==> src/rtl/ptpb_pkg.sv <==
// ----------------------------------------------------------------------------
// ptpb_pkg
// Shared types, widths and codes of the ping-pong transmit buffer.
// ----------------------------------------------------------------------------
package ptpb_pkg;

  // field widths
  localparam int LEN_W  = 12;
  localparam int BYTE_W = 8;
  localparam int STAT_W = 3;
  localparam int CNT_W  = 32;
  localparam int ACT_W  = 2;

  // buffer geometry: two buffers share one byte store
  localparam int BUF_BYTES   = 2048;
  localparam int STORE_BYTES = 2 * BUF_BYTES;
  localparam int ADDR_W      = $clog2(STORE_BYTES);

  localparam logic [LEN_W-1:0] BUF_LEN   = LEN_W'(BUF_BYTES);
  localparam logic [LEN_W-1:0] CAP_RESET = LEN_W'(1280);

  // action codes
  localparam logic [ACT_W-1:0] ACT_START = 2'd0;
  localparam logic [ACT_W-1:0] ACT_DATA  = 2'd1;
  localparam logic [ACT_W-1:0] ACT_FLUSH = 2'd2;
  localparam logic [ACT_W-1:0] ACT_TICK  = 2'd3;

  // status codes
  localparam logic [STAT_W-1:0] ST_OK    = 3'd0;
  localparam logic [STAT_W-1:0] ST_DROP  = 3'd1;
  localparam logic [STAT_W-1:0] ST_BUSY  = 3'd2;
  localparam logic [STAT_W-1:0] ST_USAGE = 3'd3;
  localparam logic [STAT_W-1:0] ST_IDLE  = 3'd4;

  // result of one item, minus the byte read from the store
  typedef struct packed {
    logic [STAT_W-1:0] status;
    logic              tx_valid;
    logic              tx_last;
    logic [CNT_W-1:0]  overflow_count;
    logic [LEN_W-1:0]  fill_level;
  } res_t;

endpackage

==> src/rtl/ptpb_if.sv <==


interface ptpb_out_if import ptpb_pkg::*; ();
  logic              valid;
  logic              ready;
  logic [STAT_W-1:0] status;
  logic              tx_valid;
  logic [BYTE_W-1:0] tx_byte;
  logic              tx_last;
  logic [CNT_W-1:0]  overflow_count;
  logic [LEN_W-1:0]  fill_level;

  modport source (output valid, status, tx_valid, tx_byte, tx_last, overflow_count,
                  fill_level, input ready);
  modport sink   (input valid, status, tx_valid, tx_byte, tx_last, overflow_count,
                  fill_level, output ready);
endinterface

==> src/rtl/ptpb_out.sv <==
// ----------------------------------------------------------------------------
// ptpb_out
// Result stage that meets the store read data, followed by an output register.
// ----------------------------------------------------------------------------
module ptpb_out import ptpb_pkg::*; (
  input  logic              clk,
  input  logic              rst,
  input  logic              accept,
  input  res_t              res,
  input  logic [BYTE_W-1:0] rdata,
  output logic              stage_free,
  ptpb_out_if.source        out_ch
);

  logic              s1_valid;
  res_t              s1_res;
  logic              s1_move;
  logic              out_valid;
  res_t              out_res;
  logic [BYTE_W-1:0] out_byte;

  // the stage moves on when the output register is empty or being taken
  assign s1_move    = s1_valid & (~out_valid | out_ch.ready);
  assign stage_free = ~s1_valid | s1_move;

  // valid flags
  always_ff @(posedge clk) begin
    if (rst) begin
      s1_valid  <= 1'b0;
      out_valid <= 1'b0;
    end else begin
      if (accept) begin
        s1_valid <= 1'b1;
      end else if (s1_move) begin
        s1_valid <= 1'b0;
      end
      if (s1_move) begin
        out_valid <= 1'b1;
      end else if (out_ch.ready) begin
        out_valid <= 1'b0;
      end
    end
  end

  // payload; the store read data lines up with the first stage
  always_ff @(posedge clk) begin
    if (accept) begin
      s1_res <= res;
    end
    if (s1_move) begin
      out_res  <= s1_res;
      out_byte <= s1_res.tx_valid ? rdata : '0;
    end
  end

  assign out_ch.valid          = out_valid;
  assign out_ch.status         = out_res.status;
  assign out_ch.tx_valid       = out_res.tx_valid;
  assign out_ch.tx_byte        = out_byte;
  assign out_ch.tx_last        = out_res.tx_last;
  assign out_ch.overflow_count = out_res.overflow_count;
  assign out_ch.fill_level     = out_res.fill_level;

endmodule

==> src/flat_wrapper.sv <==
// flat-port wrapper written by rule: the top's interface ports become plain ports
module ptpb_out_flat import ptpb_pkg::*;
  (clk, rst, accept, res, rdata, stage_free, out_ch_valid, out_ch_status, out_ch_tx_valid, out_ch_tx_byte, out_ch_tx_last, out_ch_overflow_count, out_ch_fill_level, out_ch_ready);
  ptpb_out_if out_ch_i ();
  input  logic clk;
  input  logic rst;
  input  logic accept;
  input  res_t res;
  input  logic [BYTE_W-1:0] rdata;
  output logic stage_free;
  output wire logic [$bits(out_ch_i.valid)-1:0] out_ch_valid;
  output wire logic [$bits(out_ch_i.status)-1:0] out_ch_status;
  output wire logic [$bits(out_ch_i.tx_valid)-1:0] out_ch_tx_valid;
  output wire logic [$bits(out_ch_i.tx_byte)-1:0] out_ch_tx_byte;
  output wire logic [$bits(out_ch_i.tx_last)-1:0] out_ch_tx_last;
  output wire logic [$bits(out_ch_i.overflow_count)-1:0] out_ch_overflow_count;
  output wire logic [$bits(out_ch_i.fill_level)-1:0] out_ch_fill_level;
  input wire logic [$bits(out_ch_i.ready)-1:0] out_ch_ready;
  assign out_ch_valid = out_ch_i.valid;
  assign out_ch_status = out_ch_i.status;
  assign out_ch_tx_valid = out_ch_i.tx_valid;
  assign out_ch_tx_byte = out_ch_i.tx_byte;
  assign out_ch_tx_last = out_ch_i.tx_last;
  assign out_ch_overflow_count = out_ch_i.overflow_count;
  assign out_ch_fill_level = out_ch_i.fill_level;
  assign out_ch_i.ready = out_ch_ready;
  ptpb_out u_core (.clk(clk), .rst(rst), .accept(accept), .res(res), .rdata(rdata), .stage_free(stage_free), .out_ch(out_ch_i));
endmodule
==> config.mk <==
export PLATFORM = sky130hd
export DESIGN_NAME = ptpb_out_flat
export DESIGN_NICKNAME = d
export VERILOG_FILES = /design/src/rtl/ptpb_pkg.sv /design/src/rtl/ptpb_if.sv /design/src/rtl/ptpb_out.sv /design/src/flat_wrapper.sv
export SDC_FILE = /design/constraint.sdc
export NUM_CORES = 1
export LEC_CHECK = 0
export ABC_AREA = 1
export BUFFER_PORTS_ARGS = -buffer_cell sky130_fd_sc_hd__clkbuf_2
export CAP_MARGIN = 30
export CORE_MARGIN = 3
export CORE_UTILIZATION = 40
export CTS_CLUSTER_DIAMETER = 200
export DETAILED_ROUTE_END_ITERATION = 6
export PLACE_DENSITY = 0.69
export RECOVER_POWER = 50
export SLEW_MARGIN = 10
export SYNTH_ARGS = -nofsm -noshare
export SYNTH_HDL_FRONTEND = slang
export SYNTH_SLANG_ARGS = --single-unit
==> constraint.sdc <==
create_clock -name clk -period 4.54 [get_ports clk]
set_input_delay 1.135 -clock clk [delete_from_list [all_inputs] [get_ports clk]]
set_output_delay 1.135 -clock clk [all_outputs]
set_load 0.02 [all_outputs]
== Word-level counts from Yosys, hierarchy flattened ==
Index checks and enable logic that the tools add are counted.

* Mux-type cells: 4
* Bitwise logic cells: 5
* Reductions and logical operators: 2

{| class="wikitable"
|+ Operator list
! kind !! number
|-
| 1-bit two-way mux || 4
|-
| 2-bit nonzero test || 2
|-
| 1-bit inverter || 2
|-
| 1-bit bitwise OR || 2
|-
| 1-bit bitwise AND || 1
|}

* Register bits after elaboration: 108
* Input port bits: 61

== Depth between registers and ports, before layout ==
* Word-level depth: 5
* Mapped depth: 3
* Gate-level depth less buffers: 3

== Worst setup path after synthesis ==
OpenSTA, ideal clock, no wires.

* Path kind: input -> register
* Start: input out_ch_ready
* End: register u_core.out_res (netlist bit u_core.out_ch.fill_level[0]), enable pin
* Arrival: 3.954 ns
* Required time: 4.049 ns
* Path slack: 0.095 ns
* Cell stages on the path: 2
* Cells stage by stage: inv_1 > a21oi_1

* Longest elaborated chain between the ends: 2

{| class="wikitable"
|+ RTL lines
! item !! line !! text
|-
| start: declaration || flat_wrapper.sv:18 || <nowiki>input wire logic [$bits(out_ch_i.ready)-1:0] out_ch_ready;</nowiki>
|-
| 1-bit bitwise OR || ptpb_out.sv:23 || <nowiki>assign s1_move = s1_valid & (~out_valid | out_ch.ready);</nowiki>
|-
| 1-bit bitwise AND || ptpb_out.sv:23 ||
|-
| named net u_core.s1_move || ptpb_out.sv:17 || <nowiki>logic s1_move;</nowiki>
|-
| end signal: assignment || ptpb_out.sv:51 || <nowiki>out_res <= s1_res;</nowiki>
|-
| end: declaration || ptpb_out.sv:19 || <nowiki>res_t out_res;</nowiki>
|}

The timed path passes the listed nets, and every way through them passes these cells.
A chain may end at the register's enable or synchronous reset.

== Worst setup path after layout ==
* Start: input out_ch_ready
* End: register u_core.out_res (netlist bit u_core.out_ch.overflow_count[8]), enable pin

Same word-level chain as after synthesis.

==> impl_metrics.tcl <==
set metrics [dict create \
    ctsHoldBuffers 0 \
    p_comb_frac 0.061 \
    final_common_cell "clkbuf_2" \
    synthCells 133 \
    period_needed_ps 3183 \
    rsz0062_at_grt "false" \
    place_congestion 0.8221 \
    ys_types 7 \
    cts_buffers 9 \
    clock_sinks 108 \
    grt_max_degree 33 \
    portBuffers 119 \
    htreeDepth 3 \
    p_clk_frac 0.305 \
    leakage_uw 0.001750 \
    drtIter0Drc 49 \
    netSwitchingFraction 0.2141 \
    cp-start-kind "input port" \
    syn_area_sq_um 3323 \
    fin_area_sq_um 4295 \
    rr_worst_depth 4 \
    slew_violations 0 \
    die_area_sq_um 9438 \
    root_buffer "clkbuf_8" \
    grt_usage 0.1243 \
    crit_type "input port to flop" \
    status "finished clean" \
    drv_cap 0 \
    max_stage_delay_ps 1010 \
    tns_ps 0 \
    placed_area_sq_um 4103 \
    die_height_microns 97.15 \
    wl_microns 5537 \
    drc 0 \
    final_cell_mix "clkbuf_2 (115), edfxtp_1 (106), inv_1 (11)" \
    cpLargestDelayFamily "buffers and inverters" \
    syn_area_per_cell_sq_um 24.99 \
    ir_drop_mv 0.1800 \
    cpMaxStageDelayCell "clkbuf_1" \
    worstPathCellList "clkbuf_2 > inv_1 > a21oi_1 > clkbuf_1 > buf_4" \
    cts_buffer_depth 2 \
    num_vias 1653 \
    n_antenna_cell 0 \
    grt_overflow_total 0 \
    syn2layout_area_growth_pct 29.25 \
    grt_pass1_vias 1699 \
    grt_pass1_wl_microns 8832 \
    final_util 0.5446 \
    crit_arrival_ps 3240 \
    critPathRequiredTime_ps 4600 \
    p_switching_uw 401.6 \
    p_int_uw 1474 \
    worstPathMaxFanout 25 \
    crit_cells 5 \
    critPathCaptureType "flop" \
    seq_power_share 0.634 \
    wl_per_cell_microns 14.80 \
    clk_latency_ps 360 \
    setup_slack_ps 1357 \
    synth_top_area_frac 0.9578 \
    hpwl_microns 4112 \
    cts_resized 0 \
    vias_per_cell 4.420 \
    ios 120 \
    hold_path_depth 0 \
    max_slew_margin 0.1196 \
    path_clk_slew_ps 90 \
    dp_cells 357 \
    synth_area_leaders "edfxtp_1 (96%), inv_1 (1.2%), dfxtp_1 (1.2%)" \
    yosys.area.top_type "edfxtp_1" \
    yosysWarningCount 0 \
    syn-num-nets 194 \
    fin_worst_skew_ps 12.48 \
    rows 32 \
    tritoncts "yes" \
    pwr_density_cell_nw_per_um2 436.7 \
    fin_crit_sh 0.7012 \
    ys_seq_area_frac 0.9699 \
    final_nets 328 \
    die_w_microns 97.15 \
    cp_num_buf_inv 4 \
    ys_ff_latch 108 \
    finalHoldViolations 0 \
    worstMarginPinSlew_ps 1321 \
    antenna_found_initial 0 \
    ant_nets 0 \
    drive_gt1_frac 0.4963 \
    dpl_worst_slack_ps 1742 \
    dr.pass1.iters 4 \
    fin_cells 374 \
    initial_utilization 0.4213 \
    coreArea_sq_um 7888 \
    max_freq_mhz 314.1 \
    cts_setup_buffers 0 \
    setup_viol 0 \
    hp-class "flop to flop" \
]
-- power by group through the flow --
stage | sequential, uW | clock [uW] | combinational, uW
detailed placement | 1210 | 0 | 118
global route | 1200 | 643 | 125
finish | 1190 | 573 | 115
floorplan | 1240 | 0 | 14.3
CTS | 1190 | 602 | 119
global placement | 1210 | 0 | 113
-- final cells by class --
| class | count | area (sq um) |
|---|---|---|
| clock buffer | 9 | 123.9 |
| clock inverter | 7 | 81.33 |
| fill | 627 | 3592 |
| inverter | 11 | 41.29 |
| multi-input combinational | 13 | 53.80 |
| sequential | 108 | 3223 |
| tap | 102 | 127.6 |
| timing repair buffer | 124 | 644.4 |
-- state kept, by name, indices dropped and copies added, names as in the netlist --
| name | flops |
|---|---|
| u_core.out_ch.fill_level | 12 |
| u_core.out_ch.overflow_count | 32 |
| u_core.out_ch.status | 3 |
| u_core.out_ch.tx_byte | 8 |
| u_core.out_ch.tx_last | 1 |
| u_core.out_ch.tx_valid | 1 |
| u_core.out_ch.valid | 1 |
| u_core.s1_res | 49 |
| u_core.s1_valid | 1 |
-- metrics by stage --
step	power (uW)	hold WS (ps)
after floorplan	1257	400.3
after global placement	1323	400.7
after detailed placement	1331	404.5
after CTS	1911	427.2
after global routing	1964	431.8
final	1876	420.7
-- logic make-up (layout without fill, tap and decap cells) --
logic type | after synthesis | count (layout) | synth area share
flops | 108 | 108 | 0.9699
compound gates | 3 | 3 | 0.004517
buf+inv | 12 | 151 | 0.01393
simple gates | 10 | 10 | 0.01167
-- path summary, 6_finish.rpt --
| kind | startpoint | end | slack, ps |
|---|---|---|---|
| worst max register to register | u_core.s1_valid | u_core.out_ch.overflow_count[8] | 1850 |
| worst min register to register | u_core.s1_res[40] | u_core.out_ch.overflow_count[28] | 420 |
| worst min-delay path | u_core.s1_res[40] | u_core.out_ch.overflow_count[28] | 420 |
| worst max-delay path | out_ch_ready | u_core.out_ch.overflow_count[8] | 1360 |
-- cells in the mapped netlist (all sizes together) --
cell type and n:
nand3 1, dfxtp 2, edfxtp 106, buf 1
nand2 9, a21oi 3, inv 11
-- layer usage --
metal	vias up	GRT usage	part of all wire
li1	771	-	-
met1	785	0.1375	0.37
met2	89	0.2049	0.50
met3	8	0.06533	0.12
met4	0	0.04428	0.017
met5	-	0	0
No activity file was read; power rests on OpenSTA's default activity.
