## src/rtl/ptpb_pkg.sv

```systemverilog
// ----------------------------------------------------------------------------
// ptpb_pkg
// Shared types, widths and codes of the ping-pong transmit buffer.
// ----------------------------------------------------------------------------
package ptpb_pkg;

  // field widths
  localparam int LEN_W  = 12;
  localparam int BYTE_W = 8;
  localparam int STAT_W = 3;
  localparam int CNT_W  = 32;
  localparam int ACT_W  = 2;

  // buffer geometry: two buffers share one byte store
  localparam int BUF_BYTES   = 2048;
  localparam int STORE_BYTES = 2 * BUF_BYTES;
  localparam int ADDR_W      = $clog2(STORE_BYTES);

  localparam logic [LEN_W-1:0] BUF_LEN   = LEN_W'(BUF_BYTES);
  localparam logic [LEN_W-1:0] CAP_RESET = LEN_W'(1280);

  // action codes
  localparam logic [ACT_W-1:0] ACT_START = 2'd0;
  localparam logic [ACT_W-1:0] ACT_DATA  = 2'd1;
  localparam logic [ACT_W-1:0] ACT_FLUSH = 2'd2;
  localparam logic [ACT_W-1:0] ACT_TICK  = 2'd3;

  // status codes
  localparam logic [STAT_W-1:0] ST_OK    = 3'd0;
  localparam logic [STAT_W-1:0] ST_DROP  = 3'd1;
  localparam logic [STAT_W-1:0] ST_BUSY  = 3'd2;
  localparam logic [STAT_W-1:0] ST_USAGE = 3'd3;
  localparam logic [STAT_W-1:0] ST_IDLE  = 3'd4;

  // result of one item, minus the byte read from the store
  typedef struct packed {
    logic [STAT_W-1:0] status;
    logic              tx_valid;
    logic              tx_last;
    logic [CNT_W-1:0]  overflow_count;
    logic [LEN_W-1:0]  fill_level;
  } res_t;

endpackage

```

## src/rtl/ptpb_if.sv

```systemverilog
// ----------------------------------------------------------------------------
// ptpb_if
// Valid/ready channels for the input items and the result items.
// ----------------------------------------------------------------------------
interface ptpb_in_if import ptpb_pkg::*; ();
  logic              valid;
  logic              ready;
  logic [ACT_W-1:0]  action;
  logic [LEN_W-1:0]  length;
  logic              bulk;
  logic [BYTE_W-1:0] data_byte;

  modport source (output valid, action, length, bulk, data_byte, input ready);
  modport sink   (input valid, action, length, bulk, data_byte, output ready);
endinterface


```

## src/rtl/ptpb_ctrl.sv

```systemverilog
// ----------------------------------------------------------------------------
// ptpb_ctrl
// Buffer bookkeeping: reservation, packet writes, flush and drain addressing.
// ----------------------------------------------------------------------------
module ptpb_ctrl import ptpb_pkg::*; (
  input  logic              clk,
  input  logic              rst,
  ptpb_in_if.sink           in_ch,
  input  logic              stage_free,
  input  logic              cfg_we,
  input  logic [LEN_W-1:0]  cfg_wdata,
  output logic              accept,
  output res_t              res,
  output logic              mem_we,
  output logic [ADDR_W-1:0] mem_waddr,
  output logic [BYTE_W-1:0] mem_wdata,
  output logic              mem_re,
  output logic [ADDR_W-1:0] mem_raddr
);

  logic [LEN_W-1:0] normal_cap;
  logic [LEN_W-1:0] fill0, fill0_next;
  logic [LEN_W-1:0] fill1, fill1_next;
  logic             active_sel, active_sel_next;
  logic             drain_busy, drain_busy_next;
  logic [LEN_W-1:0] drain_length, drain_length_next;
  logic [LEN_W-1:0] drain_position, drain_position_next;
  logic [ADDR_W-1:0] write_pointer, write_pointer_next;
  logic [LEN_W-1:0] bytes_remaining, bytes_remaining_next;
  logic             packet_dropping, packet_dropping_next;
  logic [CNT_W-1:0] drop_counter, drop_counter_next;

  logic [LEN_W-1:0]  fill_act;
  logic [LEN_W-1:0]  cap;
  logic [LEN_W:0]    fill_sum;
  logic              fits;
  logic [LEN_W-1:0]  pos_inc;
  logic [ADDR_W-1:0] act_base;
  logic [ADDR_W-1:0] drain_base;
  logic [STAT_W-1:0] status;
  logic              tx_valid;
  logic              tx_last;

  assign in_ch.ready = stage_free;
  assign accept      = in_ch.valid & stage_free;

  // reservation arithmetic
  assign fill_act   = active_sel ? fill1 : fill0;
  assign cap        = (in_ch.bulk || normal_cap >= BUF_LEN) ? BUF_LEN : normal_cap;
  assign fill_sum   = {1'b0, fill_act} + {1'b0, in_ch.length};
  assign fits       = fill_sum <= {1'b0, cap};
  assign pos_inc    = drain_position + LEN_W'(1);
  assign act_base   = active_sel ? ADDR_W'(BUF_BYTES) : '0;
  assign drain_base = active_sel ? '0 : ADDR_W'(BUF_BYTES);

  // next state and result of the item
  always_comb begin
    fill0_next           = fill0;
    fill1_next           = fill1;
    active_sel_next      = active_sel;
    drain_busy_next      = drain_busy;
    drain_length_next    = drain_length;
    drain_position_next  = drain_position;
    write_pointer_next   = write_pointer;
    bytes_remaining_next = bytes_remaining;
    packet_dropping_next = packet_dropping;
    drop_counter_next    = drop_counter;
    status               = ST_OK;
    tx_valid             = 1'b0;
    tx_last              = 1'b0;
    mem_we               = 1'b0;
    mem_re               = 1'b0;
    case (in_ch.action)
      ACT_START: begin
        if (bytes_remaining != '0 || in_ch.length == '0) begin
          status = ST_USAGE;
        end else begin
          bytes_remaining_next = in_ch.length;
          if (!fits) begin
            packet_dropping_next = 1'b1;
            if (drop_counter != '1) begin
              drop_counter_next = drop_counter + CNT_W'(1);
            end
            status = ST_DROP;
          end else begin
            packet_dropping_next = 1'b0;
            write_pointer_next   = act_base + ADDR_W'(fill_act);
            if (active_sel) begin
              fill1_next = fill_sum[LEN_W-1:0];
            end else begin
              fill0_next = fill_sum[LEN_W-1:0];
            end
          end
        end
      end
      ACT_DATA: begin
        if (bytes_remaining == '0) begin
          status = ST_USAGE;
        end else begin
          if (packet_dropping) begin
            status = ST_DROP;
          end else begin
            mem_we             = 1'b1;
            write_pointer_next = write_pointer + ADDR_W'(1);
          end
          bytes_remaining_next = bytes_remaining - LEN_W'(1);
          if (bytes_remaining == LEN_W'(1)) begin
            packet_dropping_next = 1'b0;
          end
        end
      end
      ACT_FLUSH: begin
        if (drain_busy) begin
          status = ST_BUSY;
        end else if (bytes_remaining != '0 && !packet_dropping) begin
          status = ST_USAGE;
        end else if (fill_act != '0) begin
          drain_length_next   = fill_act;
          drain_position_next = '0;
          drain_busy_next     = 1'b1;
          active_sel_next     = ~active_sel;
          if (active_sel) begin
            fill0_next = '0;
          end else begin
            fill1_next = '0;
          end
        end
      end
      default: begin
        if (!drain_busy) begin
          status = ST_IDLE;
        end else begin
          mem_re              = 1'b1;
          tx_valid            = 1'b1;
          drain_position_next = pos_inc;
          if (pos_inc >= drain_length) begin
            tx_last         = 1'b1;
            drain_busy_next = 1'b0;
          end
        end
      end
    endcase
    mem_we = mem_we & accept;
    mem_re = mem_re & accept;
  end

  // store ports: writes go to the active half, the drain reads the other one
  assign mem_waddr = write_pointer;
  assign mem_wdata = in_ch.data_byte;
  assign mem_raddr = drain_base + ADDR_W'(drain_position);

  // result fields
  assign res.status         = status;
  assign res.tx_valid       = tx_valid;
  assign res.tx_last        = tx_last;
  assign res.overflow_count = drop_counter_next;
  assign res.fill_level     = active_sel_next ? fill1_next : fill0_next;

  // control registers
  always_ff @(posedge clk) begin
    if (rst) begin
      fill0           <= '0;
      fill1           <= '0;
      active_sel      <= 1'b0;
      drain_busy      <= 1'b0;
      drain_length    <= '0;
      drain_position  <= '0;
      write_pointer   <= '0;
      bytes_remaining <= '0;
      packet_dropping <= 1'b0;
      drop_counter    <= '0;
    end else if (accept) begin
      fill0           <= fill0_next;
      fill1           <= fill1_next;
      active_sel      <= active_sel_next;
      drain_busy      <= drain_busy_next;
      drain_length    <= drain_length_next;
      drain_position  <= drain_position_next;
      write_pointer   <= write_pointer_next;
      bytes_remaining <= bytes_remaining_next;
      packet_dropping <= packet_dropping_next;
      drop_counter    <= drop_counter_next;
    end
  end

  // cap register
  always_ff @(posedge clk) begin
    if (rst) begin
      normal_cap <= CAP_RESET;
    end else if (cfg_we) begin
      normal_cap <= cfg_wdata;
    end
  end

endmodule

```

## src/flat_wrapper.sv

```systemverilog
// flat-port wrapper written by rule: the top's interface ports become plain ports
module ptpb_ctrl_flat import ptpb_pkg::*;
  (clk, rst, stage_free, cfg_we, cfg_wdata, accept, res, mem_we, mem_waddr, mem_wdata, mem_re, mem_raddr, in_ch_valid, in_ch_action, in_ch_length, in_ch_bulk, in_ch_data_byte, in_ch_ready);
  ptpb_in_if in_ch_i ();
  input  logic clk;
  input  logic rst;
  input  logic stage_free;
  input  logic cfg_we;
  input  logic [LEN_W-1:0] cfg_wdata;
  output logic accept;
  output res_t res;
  output logic mem_we;
  output logic [ADDR_W-1:0] mem_waddr;
  output logic [BYTE_W-1:0] mem_wdata;
  output logic mem_re;
  output logic [ADDR_W-1:0] mem_raddr;
  input wire logic [$bits(in_ch_i.valid)-1:0] in_ch_valid;
  input wire logic [$bits(in_ch_i.action)-1:0] in_ch_action;
  input wire logic [$bits(in_ch_i.length)-1:0] in_ch_length;
  input wire logic [$bits(in_ch_i.bulk)-1:0] in_ch_bulk;
  input wire logic [$bits(in_ch_i.data_byte)-1:0] in_ch_data_byte;
  output wire logic [$bits(in_ch_i.ready)-1:0] in_ch_ready;
  assign in_ch_i.valid = in_ch_valid;
  assign in_ch_i.action = in_ch_action;
  assign in_ch_i.length = in_ch_length;
  assign in_ch_i.bulk = in_ch_bulk;
  assign in_ch_i.data_byte = in_ch_data_byte;
  assign in_ch_ready = in_ch_i.ready;
  ptpb_ctrl u_core (.clk(clk), .rst(rst), .in_ch(in_ch_i), .stage_free(stage_free), .cfg_we(cfg_we), .cfg_wdata(cfg_wdata), .accept(accept), .res(res), .mem_we(mem_we), .mem_waddr(mem_waddr), .mem_wdata(mem_wdata), .mem_re(mem_re), .mem_raddr(mem_raddr));
endmodule
```

## config.mk

```make
export PLATFORM = sky130hd
export DESIGN_NAME = ptpb_ctrl_flat
export DESIGN_NICKNAME = d
export VERILOG_FILES = /design/src/rtl/ptpb_pkg.sv /design/src/rtl/ptpb_if.sv /design/src/rtl/ptpb_ctrl.sv /design/src/flat_wrapper.sv
export SDC_FILE = /design/constraint.sdc
export NUM_CORES = 1
export LEC_CHECK = 0
export BUFFER_PORTS_ARGS = -buffer_cell sky130_fd_sc_hd__clkbuf_2
export CORE_MARGIN = 8
export CORE_UTILIZATION = 30
export CTS_CLUSTER_DIAMETER = 50
export CTS_CLUSTER_SIZE = 20
export DETAILED_ROUTE_END_ITERATION = 7
export PLACE_DENSITY = 0.52
export SLEW_MARGIN = 30
export SYNTH_ARGS = -nofsm -noshare
export SYNTH_HDL_FRONTEND = slang
export SYNTH_SLANG_ARGS = --single-unit
export TNS_END_PERCENT = 10
```

## constraint.sdc

```tcl
create_clock -name clk -period 6.3 [get_ports clk]
set_input_delay 0.945 -clock clk [delete_from_list [all_inputs] [get_ports clk]]
set_output_delay 0.945 -clock clk [all_outputs]
set_load 0.03 [all_outputs]
```

## Word level (Yosys, flattened, before mapping)

Index checks and enable logic that the tools add are counted.

| storage, ports and cells | value |
|---|---|
| output and inout bits | 85 |
| register bits | 119 |
| memory bits (read-only) | 0 |
| memories | 0 |
| bits in writable memories | 0 |
| bits in latches | 0 |

| operators by class | value |
|---|---|
| reduce and logical (&&, ||, !) cells | 20 |
| shifts and indexed selects | 0 |
| mux-type cells | 69 |
| div/mod/pow operators | 0 |
| bitwise logic cells | 7 |
| $mul | 0 |
| $lt $le $gt $ge | 3 |
| eq/ne operators | 11 |
| add/sub/neg operators | 7 |

Operator list:

| cell | count |
|---|---|
| 12-bit two-way mux | 29 |
| 32-bit two-way mux | 4 |
| 12-bit one-hot mux with 2 select lines | 5 |
| 32-bit by 1-bit adder with 32-bit output (second input constant) | 1 |
| 32-bit != test (second input constant) | 1 |
| 12-bit by 1-bit adder with 12-bit output (second input constant) | 2 |
| 12-bit adder | 2 |
| 12-bit logical NOT | 2 |
| 12-bit nonzero test | 2 |
| 1-bit two-way mux | 23 |
| 12-bit by 12-bit adder with 13-bit output | 1 |
| 13-bit by 12-bit less-or-equal comparator with 1-bit output | 1 |
| 12-bit by 1-bit equality test with 1-bit output (second input constant) | 1 |
| 12-bit greater-or-equal comparator | 1 |
| 12-bit greater-or-equal comparator (second input constant) | 1 |
| 3-bit two-way mux | 4 |
| 6-bit AND reduction | 2 |
| 12-bit by 1-bit subtractor with 12-bit output (second input constant) | 1 |
| 2-bit != test (second input constant) | 5 |
| 5-bit AND reduction | 2 |
| 3-bit one-hot mux with 3 select lines | 1 |
| 2-bit nonzero test | 3 |
| 2-bit by 1-bit != test with 1-bit output (second input constant) | 2 |
| 1-bit inverter | 4 |
| 13 further kinds | 17 |

## Depth between registers and ports, before layout

Gate-level depths: netlist of the first run.

| depth | value |
|---|---|
| depth in word-level cells | 8 |
| gate-level depth with buffers | 20 |

## Least setup slack after synthesis of the first run

No wires, ideal clock.

| path | value |
|---|---|
| path type | reg-to-output |
| from | register u_core.active_sel |
| to | output res[0] (netlist bit) |
| cell stages (with the launch flop) | 18 |
| path slack | -0.007 ns |
| arrival | 5.362 ns |
| required time | 5.355 ns |
| cells stage by stage | dfxtp_1 > clkbuf_1 > buf_1 > mux2_2 > ha_1 > a2111o_1 > o21ai_1 > nand2_1 > xor2_1 > ha_1 > a21o_1 > a21oi_1 > nor4bb_1 > a21oi_1 > nor3_2 > buf_2 > nor2_1 > a211oi_1 |

RTL lines:

| what | RTL line | RTL |
|---|---|---|
| start: declaration | ptpb_ctrl.sv:24 | `logic active_sel, active_sel_next;` |
| start signal: assignment | ptpb_ctrl.sv:175 | `active_sel <= active_sel_next;` |
| end: declaration | flat_wrapper.sv:11 | `output res_t res;` |

==> impl_metrics.json, run 1 <==
{
  "holdWs_ns": 0.486,
  "grt_start_max_net_pins": 69,
  "dp_hpwl_mm": 18.4,
  "htreeDepth": 4,
  "dr.pass1.iters": 5,
  "synth_ff_type": "dfxtp_1",
  "r2r_slack_ns": 1.29,
  "vias_per_cell": 5.38,
  "post_synth.cell_area_avg_um2": 7.87,
  "grt_pass1_wl_mm": 39.5,
  "status": "finished clean",
  "synth_seq_cells": 119,
  "r2r_start": "u_core.active_sel$_SDFFE_PP0P_",
  "arrival_ns": 5.08,
  "vias": 7697,
  "postRouteAntennaNets": 0,
  "wl_per_cell_um": 17.4,
  "cts-root-buf": "clkbuf_16",
  "p_seq_share_pct": 36.6,
  "crit_fanout": 13,
  "post_dp_cell_area_um2": 8760,
  "max_freq_mhz": 166,
  "port_buffers": 108,
  "max-cap-violations": 0,
  "cp-start-kind": "register",
  "core_area_um2": 26100,
  "p_int_mw": 1.52,
  "io_pins": 125,
  "finClkSkew_ns": 0.0210,
  "wl_mm": 24.9,
  "whs_endpoint": "u_core.normal_cap[10]$_SDFFE_PP1P_",
  "cts.sink_count": 119,
  "p_comb_share_pct": 19.3,
  "p_leak_nw": 3.76,
  "drive_gt1_share_pct": 18.0,
  "final_cell_mix": "nor2_1, dfxtp_1, clkbuf_2",
  "worst_hold_path.num_cells": 2,
  "synthesis.instances": 1009,
  "fin_crit_sh_pct": 95.6,
  "rr_endpoint": "u_core.mem_waddr[0]$_SDFFE_PP0P_",
  "dieArea_um2": 31900,
  "diodes": 0,
  "cts_tree": "done",
  "setup_violations": 0,
  "fp.dieH_um": 179,
  "relSlewSlack_pct": 46.1,
  "power_mw": 2.17,
  "cts_hold_buf": 0,
  "final_area_um2": 9380,
  "async_flop_share_pct": 0,
  "syn_nets": 1091,
  "cts_buffers": 17,
  "endpoint_kind": "output port",
  "area_growth_pct": 18.2,
  "clkTransAtPathRegs_ns": 0.05,
  "path_class": "reg2out",
  "netlist_area_um2": 7940,
  "track_usage_pct": 15.6,
  "hold_viol": 0,
  "die_x_um": 179,
  "postCtsSetupRepairBufs": 0,
  "min_period_ns": 6.02,
  "first_iter_violations": 543,
  "vdd_drop_max_uv": 160,
  "hp-start": "u_core.normal_cap[10]$_SDFFE_PP1P_",
  "place_congestion": 0.878,
  "row_count": 59,
  "slew_violations": 0,
  "cp.required_ns": 5.35,
  "dp_slack_ns": 0.179,
  "synth_edf_count": 0,
  "start_util_pct": 30.5,
  "layoutNonFillerInstCount": 1432,
  "clkPwrFrac_pct": 44.1,
  "swShare_pct": 30.0,
  "powerDensity_nw_per_um2": 231,
  "ys_warn_count": 0,
  "drc": 0,
  "max-clock-path-buffers": 2,
  "rsz0062_at_grt": "yes",
  "grt-ovfl-total": 0,
  "synth_cell_types": 68,
  "nets": 1166,
  "fin_ws_ns": 0.278,
  "final_common_cell": "nor2_1",
  "p_switching_mw": 0.650,
  "ys_seq_area_share_pct": 30.0,
  "hold_path_class": "reg2reg",
  "dpl.cell_count": 1400,
  "reg2reg_depth": 14,
  "worst_pin_slew_ns": 0.809,
  "grt_antenna_before_repair": 1,
  "grt_pass1_vias": 7297,
  "clk-insertion-delay-late_ns": 0.43
}
-- cell usage after synthesis (8+ instances only) --
cell type / number / share of area (%)
nand4_1: 16 / 1.3
xor2_1: 28 / 3.1
clkbuf_1: 42 / 2.0
a211oi_1: 22 / 2.1
nand2_1: 93 / 4.4
nor4_1: 11 / 0.87
ha_1: 41 / 6.5
a311oi_1: 8 / 0.88
nor3_1: 21 / 1.3
buf_4: 22 / 2.1
o21ai_0: 41 / 2.6
a22oi_1: 25 / 2.4
mux2_2: 9 / 1.3
buf_2: 8 / 0.50
inv_1: 37 / 1.7
or4_1: 16 / 1.5
xnor2_1: 25 / 2.8
mux2i_1: 35 / 4.4
nor2_1: 125 / 5.9
or3_1: 20 / 1.6
a21oi_1: 63 / 4.0
and3_1: 11 / 0.87
nand3_1: 33 / 2.1
o31ai_1: 15 / 1.4
nand2b_1: 11 / 0.87
dfxtp_1: 119 / 30
-- routing by layer --
layer / vias to the layer above / GRT usage, % / part of all wire, %
met4: 2 / 4.37 / 1.2
met1: 3641 / 21.3 / 48
met3: 26 / 3.01 / 5.7
li1: 3807 / - / -
met2: 221 / 24.6 / 45
met5: - / 0 / 0.036
-- worst max path at each step --
stage                                               from      end  slack, ns
after detailed placement                 in_ch_length[0]   res[1]       0.18
after global placement    u_core.active_sel$_SDFFE_PP0P_  res[43]       0.31
after CTS                 u_core.active_sel$_SDFFE_PP0P_   res[1]       0.01
after floorplan           u_core.active_sel$_SDFFE_PP0P_   res[0]     -0.007
final                     u_core.active_sel$_SDFFE_PP0P_   res[0]       0.28
after global routing      u_core.active_sel$_SDFFE_PP0P_   res[0]      0.004
-- area by class of cell --
cell class                      count  area (um^2)
Timing Repair Buffer              134          751
Clock inverter                      8         97.6
Fill cell                        2715        16700
Multi-Input combinational cell    774         5120
Sequential cell                   119         2380
Clock buffer                       24          472
Inverter                           38          143
Tap cell                          335          419
-- state kept, by name, indices dropped and copies added, names as in the netlist --
name,flops
u_core.active_sel,1
u_core.bytes_remaining,12
u_core.drain_busy,1
u_core.drain_length,12
u_core.drain_position,12
u_core.drop_counter,32
u_core.fill0,12
u_core.fill1,12
u_core.mem_waddr,12
u_core.normal_cap,12
u_core.packet_dropping,1
-- power by group through the flow --
stage / Sequential [mW] / Clock [mW] / Combinational, mW
finish: 0.793 / 0.957 / 0.418
global route: 0.796 / 1.02 / 0.455
CTS: 0.793 / 0.977 / 0.410
detailed placement: 0.809 / 0 / 0.407
global placement: 0.809 / 0 / 0.407
floorplan: 0.811 / 0 / 0.283
-- through the flow --
step | TNS, ns | util, %
2_1_floorplan | -0.0133 | -
3_3_place_gp | 0 | 33.6
3_5_place_dp | 0 | 33.6
4_1_cts | 0 | 35.8
5_1_grt | 0 | 36.0
6_report | 0 | 36.0
-- cell families (layout without fill, tap and decap cells) --
logic type / Yosys count / after routing / share of synthesized area [%]
compound gates: 244 / 244 / 20.3
simple gates: 389 / 389 / 24.4
buf+inv: 116 / 204 / 6.74
mux: 46 / 46 / 5.97
flops: 119 / 119 / 30.0
xor+xnor: 53 / 53 / 5.85
fa+ha+maj: 42 / 42 / 6.71
-- critical path, cell delays in order, from the launching register on --
cell      delay, ns
dfxtp_2        0.50
mux2_2         0.41
ha_1           0.36
a2111o_1       0.44
o21ai_1        0.29
nand2_1        0.14
xor2_2         0.24
ha_1           0.30
a21o_1         0.18
a21oi_1        0.14
nor4bb_4       0.38
a21oi_4        0.16
nor3_4         0.33
buf_4          0.25
nor2_1         0.06
a211oi_1       0.22
clkbuf_2       0.25
-- repair_timing --
action / CTS / global route
resized for setup: 2 / 7
setup endpoints to repair: 33 / 31
pin swaps: 0 / 0
No activity file was read; power rests on OpenSTA's default activity.
==> run 2: changes to the inputs <==
- CTS_BUF_LIST: unset -> sky130_fd_sc_hd__clkbuf_4
==> impl_metrics.json, run 2 (same netlist as run 1, synthesis figures left out) <==
{
  "status": "finished clean",
  "worst_pin_slew_ns": 0.836,
  "clkTransAtPathRegs_ns": 0.10,
  "hold_viol": 0,
  "setup_violations": 0,
  "max_stage_delay_ns": 0.46,
  "cp.required_ns": 5.35,
  "cts-root-buf": "clkbuf_4",
  "grtUsageMet1_pct": 21.3,
  "met2_usage_pct": 24.4,
  "vias_per_cell": 5.33,
  "final_common_cell": "nor2_1",
  "cp-endpoint": "res[1]",
  "powerDensity_nw_per_um2": 194,
  "largest-register": "u_core.drop_counter",
  "start_util_pct": 30.5,
  "fin_util_pct": 34.9,
  "grt_antenna_before_repair": 2,
  "htreeDepth": 4,
  "drc": 0,
  "path_class": "reg2out",
  "area_growth_pct": 14.6,
  "use_met3_pct": 3.54,
  "fin_crit_sh_pct": 95.5,
  "die_x_um": 179,
  "grt_pass1_wl_mm": 39.3,
  "r2r_start": "u_core.active_sel$_SDFFE_PP0P_",
  "dr.pass1.iters": 5,
  "endpoint_kind": "output port",
  "relSlewSlack_pct": 44.0,
  "cts_buffers": 17,
  "path_common_cell": "ha_1",
  "grt_start_max_net_pins": 69,
  "max-cap-violations": 0,
  "dp_hpwl_mm": 18.4,
  "rsz0062_at_grt": "yes",
  "cp-start-kind": "register",
  "crit_fanout": 13,
  "r2r_slack_ns": 1.35,
  "rr_endpoint": "u_core.mem_waddr[0]$_SDFFE_PP0P_",
  "cp_slowest_cell": "dfxtp_4",
  "grt_pass1_vias": 7245,
  "fp.dieH_um": 179,
  "port_buffers": 108,
  "grt-ovfl-total": 0,
  "cts_tree": "done",
  "cts.sink_count": 119,
  "row_count": 59,
  "io_pins": 125,
  "holdWs_ns": 0.496,
  "hold_path_class": "reg2reg",
  "postRouteAntennaNets": 0,
  "dieArea_um2": 31900,
  "max-clock-path-buffers": 2,
  "p_leak_nw": 3.64,
  "largest_reg_flops": 32,
  "arrival_ns": 5.07,
  "reg2reg_depth": 14,
  "worst_hold_path.num_cells": 2,
  "place_congestion": 0.878,
  "cp-startpoint": "u_core.active_sel$_SDFFE_PP0P_",
  "core_area_um2": 26100,
  "drive_gt1_share_pct": 18.4,
  "finClkSkew_ns": 0.0351,
  "vias": 7640,
  "max_freq_mhz": 166,
  "min_period_ns": 6.01,
  "slew_violations": 0,
  "top_usage_layer": "met2",
  "vdd_drop_max_uv": 97.8,
  "track_usage_pct": 15.5,
  "final_cell_mix": "nor2_1, dfxtp_1, clkbuf_2",
  "nets": 1166,
  "path_cells": "mux2_2 -> ha_1 -> a2111o_1 -> o21ai_1 -> nand2_1 -> xor2_2 -> ha_1 -> a21o_1 -> a21oi_1 -> nor4bb_4 -> a21oi_4 -> nor3_4 -> buf_4 -> nor2_1 -> a211oi_1 -> clkbuf_2",
  "wl_per_cell_um": 17.3,
  "first_iter_violations": 522,
  "wl_mm": 24.8,
  "clk-insertion-delay-late_ns": 0.54
}
## run 2: power by group
| group | leakage [nW] | internal [mW] | switching, mW |
|---|---|---|---|
| combinational | 2.52 | 0.146 | 0.274 |
| clock | 0.157 | 0.254 | 0.303 |
| sequential | 0.963 | 0.770 | 0.0215 |
| total | 3.64 | 1.17 | 0.598 |
## run 2: layer usage
layer / part of all wire [%] / vias up
met5: 0.036 / -
met4: 0.85 / 2
met3: 5.8 / 17
met2: 45 / 214
met1: 49 / 3606
li1: - / 3801
## run 2: worst min-delay path by stage
stage                                    endpoint                                from  slack (ns)
6_report        u_core.normal_cap[8]$_SDFFE_PP1P_   u_core.normal_cap[8]$_SDFFE_PP1P_        0.50
5_1_grt              u_core.fill1[1]$_SDFFE_PP0P_        u_core.fill1[1]$_SDFFE_PP0P_        0.54
4_1_cts        u_core.normal_cap[10]$_SDFFE_PP1P_  u_core.normal_cap[10]$_SDFFE_PP1P_        0.50
3_5_place_dp   u_core.normal_cap[10]$_SDFFE_PP1P_  u_core.normal_cap[10]$_SDFFE_PP1P_        0.47
3_3_place_gp    u_core.normal_cap[8]$_SDFFE_PP1P_   u_core.normal_cap[8]$_SDFFE_PP1P_        0.46
2_1_floorplan  u_core.normal_cap[10]$_SDFFE_PP1P_  u_core.normal_cap[10]$_SDFFE_PP1P_        0.44
## run 2: repair_timing
| action | CTS | global route |
|---|---|---|
| gates resized for setup | 4 | 11 |
| setup buffers | 0 | 0 |
| hold buffers | 0 | 0 |
| gates cloned | 0 | 0 |
| endpoints found under the setup margin | 39 | 44 |
| pin swaps | 1 | 1 |
## run 2: area by class of cell
class / count / area, um^2
diodes: 1 / 2.50
well taps: 335 / 419
clock buffers: 22 / 165
clock inverters: 10 / 105
fillers: 2751 / 17000
flip-flops and latches: 119 / 2390
multi-input cells: 774 / 5130
repair buffers: 134 / 751
inverters: 38 / 143
## run 2: worst max-delay path, delay by kind of cell, from the launching register on
kind	cells	cell delay (ns)
compound gates	6	1.42
xor+xnor	1	0.24
fa+ha+maj	2	0.66
buf+inv	2	0.50
flops	1	0.46
mux	1	0.39
simple gates	4	0.86
## run 2: per-stage QoR
step	total power, mW	area (um^2)	TNS [ns]	instances	setup WS, ns
after floorplan	1.09	7940	-0.0133	1009	-0.00665
after global placement	1.22	8750	0	1400	0.306
after detailed placement	1.22	8760	0	1400	0.179
after global routing	1.87	9100	-0.0873	1433	-0.0445
final	1.77	9100	0	1433	0.286
after CTS	1.78	9050	0	1432	0.0281
==> run 3: changes to the inputs <==
- REMOVE_ABC_BUFFERS: unset -> 1
==> impl_metrics.json, run 3 (same netlist as run 1, synthesis figures left out) <==
{
  "crit_fanout": 29,
  "cts-root-buf": "clkbuf_4",
  "grt-ovfl-total": 0,
  "final_common_cell": "nor2_1",
  "row_count": 59,
  "cp-startpoint": "u_core.active_sel$_SDFFE_PP0P_",
  "finClkSkew_ns": 0.0307,
  "grt_pass1_wl_mm": 38.7,
  "hold_viol": 0,
  "final_area_um2": 9150,
  "arrival_ns": 5.19,
  "status": "finished clean",
  "vias": 7542,
  "dieArea_um2": 31900,
  "cts_buffers": 17,
  "area_growth_pct": 15.2,
  "wl_per_cell_um": 17.1,
  "min_period_ns": 6.14,
  "core_area_um2": 26100,
  "die_x_um": 179,
  "rsz0062_at_grt": "yes",
  "cts_hold_buf": 0,
  "worst_pin_slew_ns": 0.775,
  "max-cap-violations": 0,
  "clkTransAtPathRegs_ns": 0.11,
  "r2r_start": "u_core.active_sel$_SDFFE_PP0P_",
  "largest_reg_flops": 32,
  "largest-register": "u_core.drop_counter",
  "post_dp_cell_area_um2": 8710,
  "hold_path_class": "reg2reg",
  "dp_hpwl_mm": 17.8,
  "path_class": "reg2out",
  "htreeDepth": 4,
  "start_util_pct": 30.5,
  "max_freq_mhz": 163,
  "cp.required_ns": 5.35,
  "vdd_drop_max_uv": 111,
  "powerDensity_nw_per_um2": 208,
  "endpoint_kind": "output port",
  "track_usage_pct": 15.1,
  "num-fill-cells": 2760,
  "cp-start-kind": "register",
  "dr.pass1.iters": 5,
  "first_iter_violations": 450,
  "vias_per_cell": 5.29,
  "whs_endpoint": "u_core.normal_cap[10]$_SDFFE_PP1P_",
  "max-clock-path-buffers": 2,
  "port_buffers": 108,
  "drc": 0,
  "relSlewSlack_pct": 47.9,
  "slew_violations": 0,
  "grt_pass1_vias": 7219,
  "drive_gt1_share_pct": 18.2,
  "r2r_slack_ns": 1.31,
  "fin_crit_sh_pct": 97.4,
  "multi_input_area_um2": 5130,
  "worst_hold_path.num_cells": 2,
  "reg2reg_depth": 17,
  "hp-start": "u_core.normal_cap[10]$_SDFFE_PP1P_",
  "cts.sink_count": 119,
  "grt_antenna_before_repair": 1,
  "p_leak_nw": 3.62,
  "wl_mm": 24.4,
  "postRouteAntennaNets": 0,
  "cts_tree": "done",
  "grt_start_max_net_pins": 61,
  "place_congestion": 0.872,
  "fp.dieH_um": 179,
  "nets": 1160,
  "power_mw": 1.91,
  "rr_endpoint": "u_core.mem_waddr[0]$_SDFFE_PP0P_",
  "regArea_um2": 2390,
  "setup_violations": 0,
  "io_pins": 125,
  "clk-insertion-delay-late_ns": 0.57,
  "final_cell_mix": "nor2_1, dfxtp_1, clkbuf_2"
}
run 3: cell types whose count changed in the layout (fill, tap and decap cells not counted), moves of 2 or more:
| cell | previous run | this run |
|---|---|---|
| inv_6 | 0 | 3 |
| clkinvlp_4 | 0 | 3 |
| nor3_2 | 1 | 3 |
| o21ai_1 | 8 | 5 |
| bufinv_16 | 2 | 5 |
| buf_4 | 26 | 19 |
| o21ai_0 | 39 | 41 |
| clkinv_2 | 4 | 0 |
| clkbuf_4 | 22 | 18 |
run 3: critical path: stages (launching register included):
cell	delay [ns]
dfxtp_4	0.42
mux2_2	0.43
ha_1	0.24
inv_1	0.07
fa_1	0.20
nand2b_1	0.14
a21oi_1	0.11
a211o_1	0.32
a311oi_2	0.34
xnor2_2	0.14
ha_1	0.31
nand4_1	0.16
nor2_1	0.13
o21ai_0	0.18
a21oi_2	0.39
o21ai_2	0.13
buf_12	0.18
or3_1	0.37
xnor2_1	0.14
clkbuf_2	0.22
run 3: layout make-up:
cell class | instances | share of cell area (%)
Timing Repair Buffer | 128 | 7.78
Tap cell | 335 | 4.58
Inverter | 38 | 1.56
Clock inverter | 15 | 2.45
Multi-Input combinational cell | 774 | 56.1
Sequential cell | 119 | 26.1
Antenna cell | 1 | 0.0274
Clock buffer | 17 | 1.40
run 3: power breakdown:
| part | switching (mW) | internal (mW) | total [mW] |
|---|---|---|---|
| combinational | 0.271 | 0.143 | 0.414 |
| clock | 0.344 | 0.356 | 0.700 |
| sequential | 0.0218 | 0.770 | 0.792 |
| total | 0.637 | 1.27 | 1.91 |
run 3: metrics by stage:
| step | util, % | hold slack [ns] | instances | setup slack [ns] | setup TNS [ns] |
|---|---|---|---|---|---|
| global route | 35.1 | 0.526 | 1427 | -0.109 | -0.299 |
| finish | 35.1 | 0.483 | 1427 | 0.163 | 0 |
| detailed placement | 33.4 | 0.458 | 1393 | 0.273 | 0 |
| global placement | 33.4 | 0.459 | 1393 | 0.315 | 0 |
| floorplan | - | 0.438 | 931 | -0.00200 | -0.00200 |
| CTS | 34.8 | 0.486 | 1425 | 0.0820 | 0 |
run 3: worst max path at each step:
| stage | end | slack [ns] |
|---|---|---|
| floorplan | res[19] | -0.002 |
| global placement | res[26] | 0.31 |
| detailed placement | res[26] | 0.27 |
| CTS | res[26] | 0.08 |
| global route | res[26] | -0.11 |
| finish | res[26] | 0.16 |
run 3: per-layer routing:
layer / wire length [um] / GRT usage (%)
met1: 11700 / 20.1
met4: 234 / 3.51
met5: 0 / 0
met3: 987 / 3.01
met2: 11400 / 24.7
run 3: repair_timing:
| action | 4_1_cts | 5_1_grt |
|---|---|---|
| setup endpoints to repair | 36 | 44 |
| gates resized for setup | 3 | 12 |
| pin swaps | 0 | 1 |
| setup buffers | 0 | 1 |
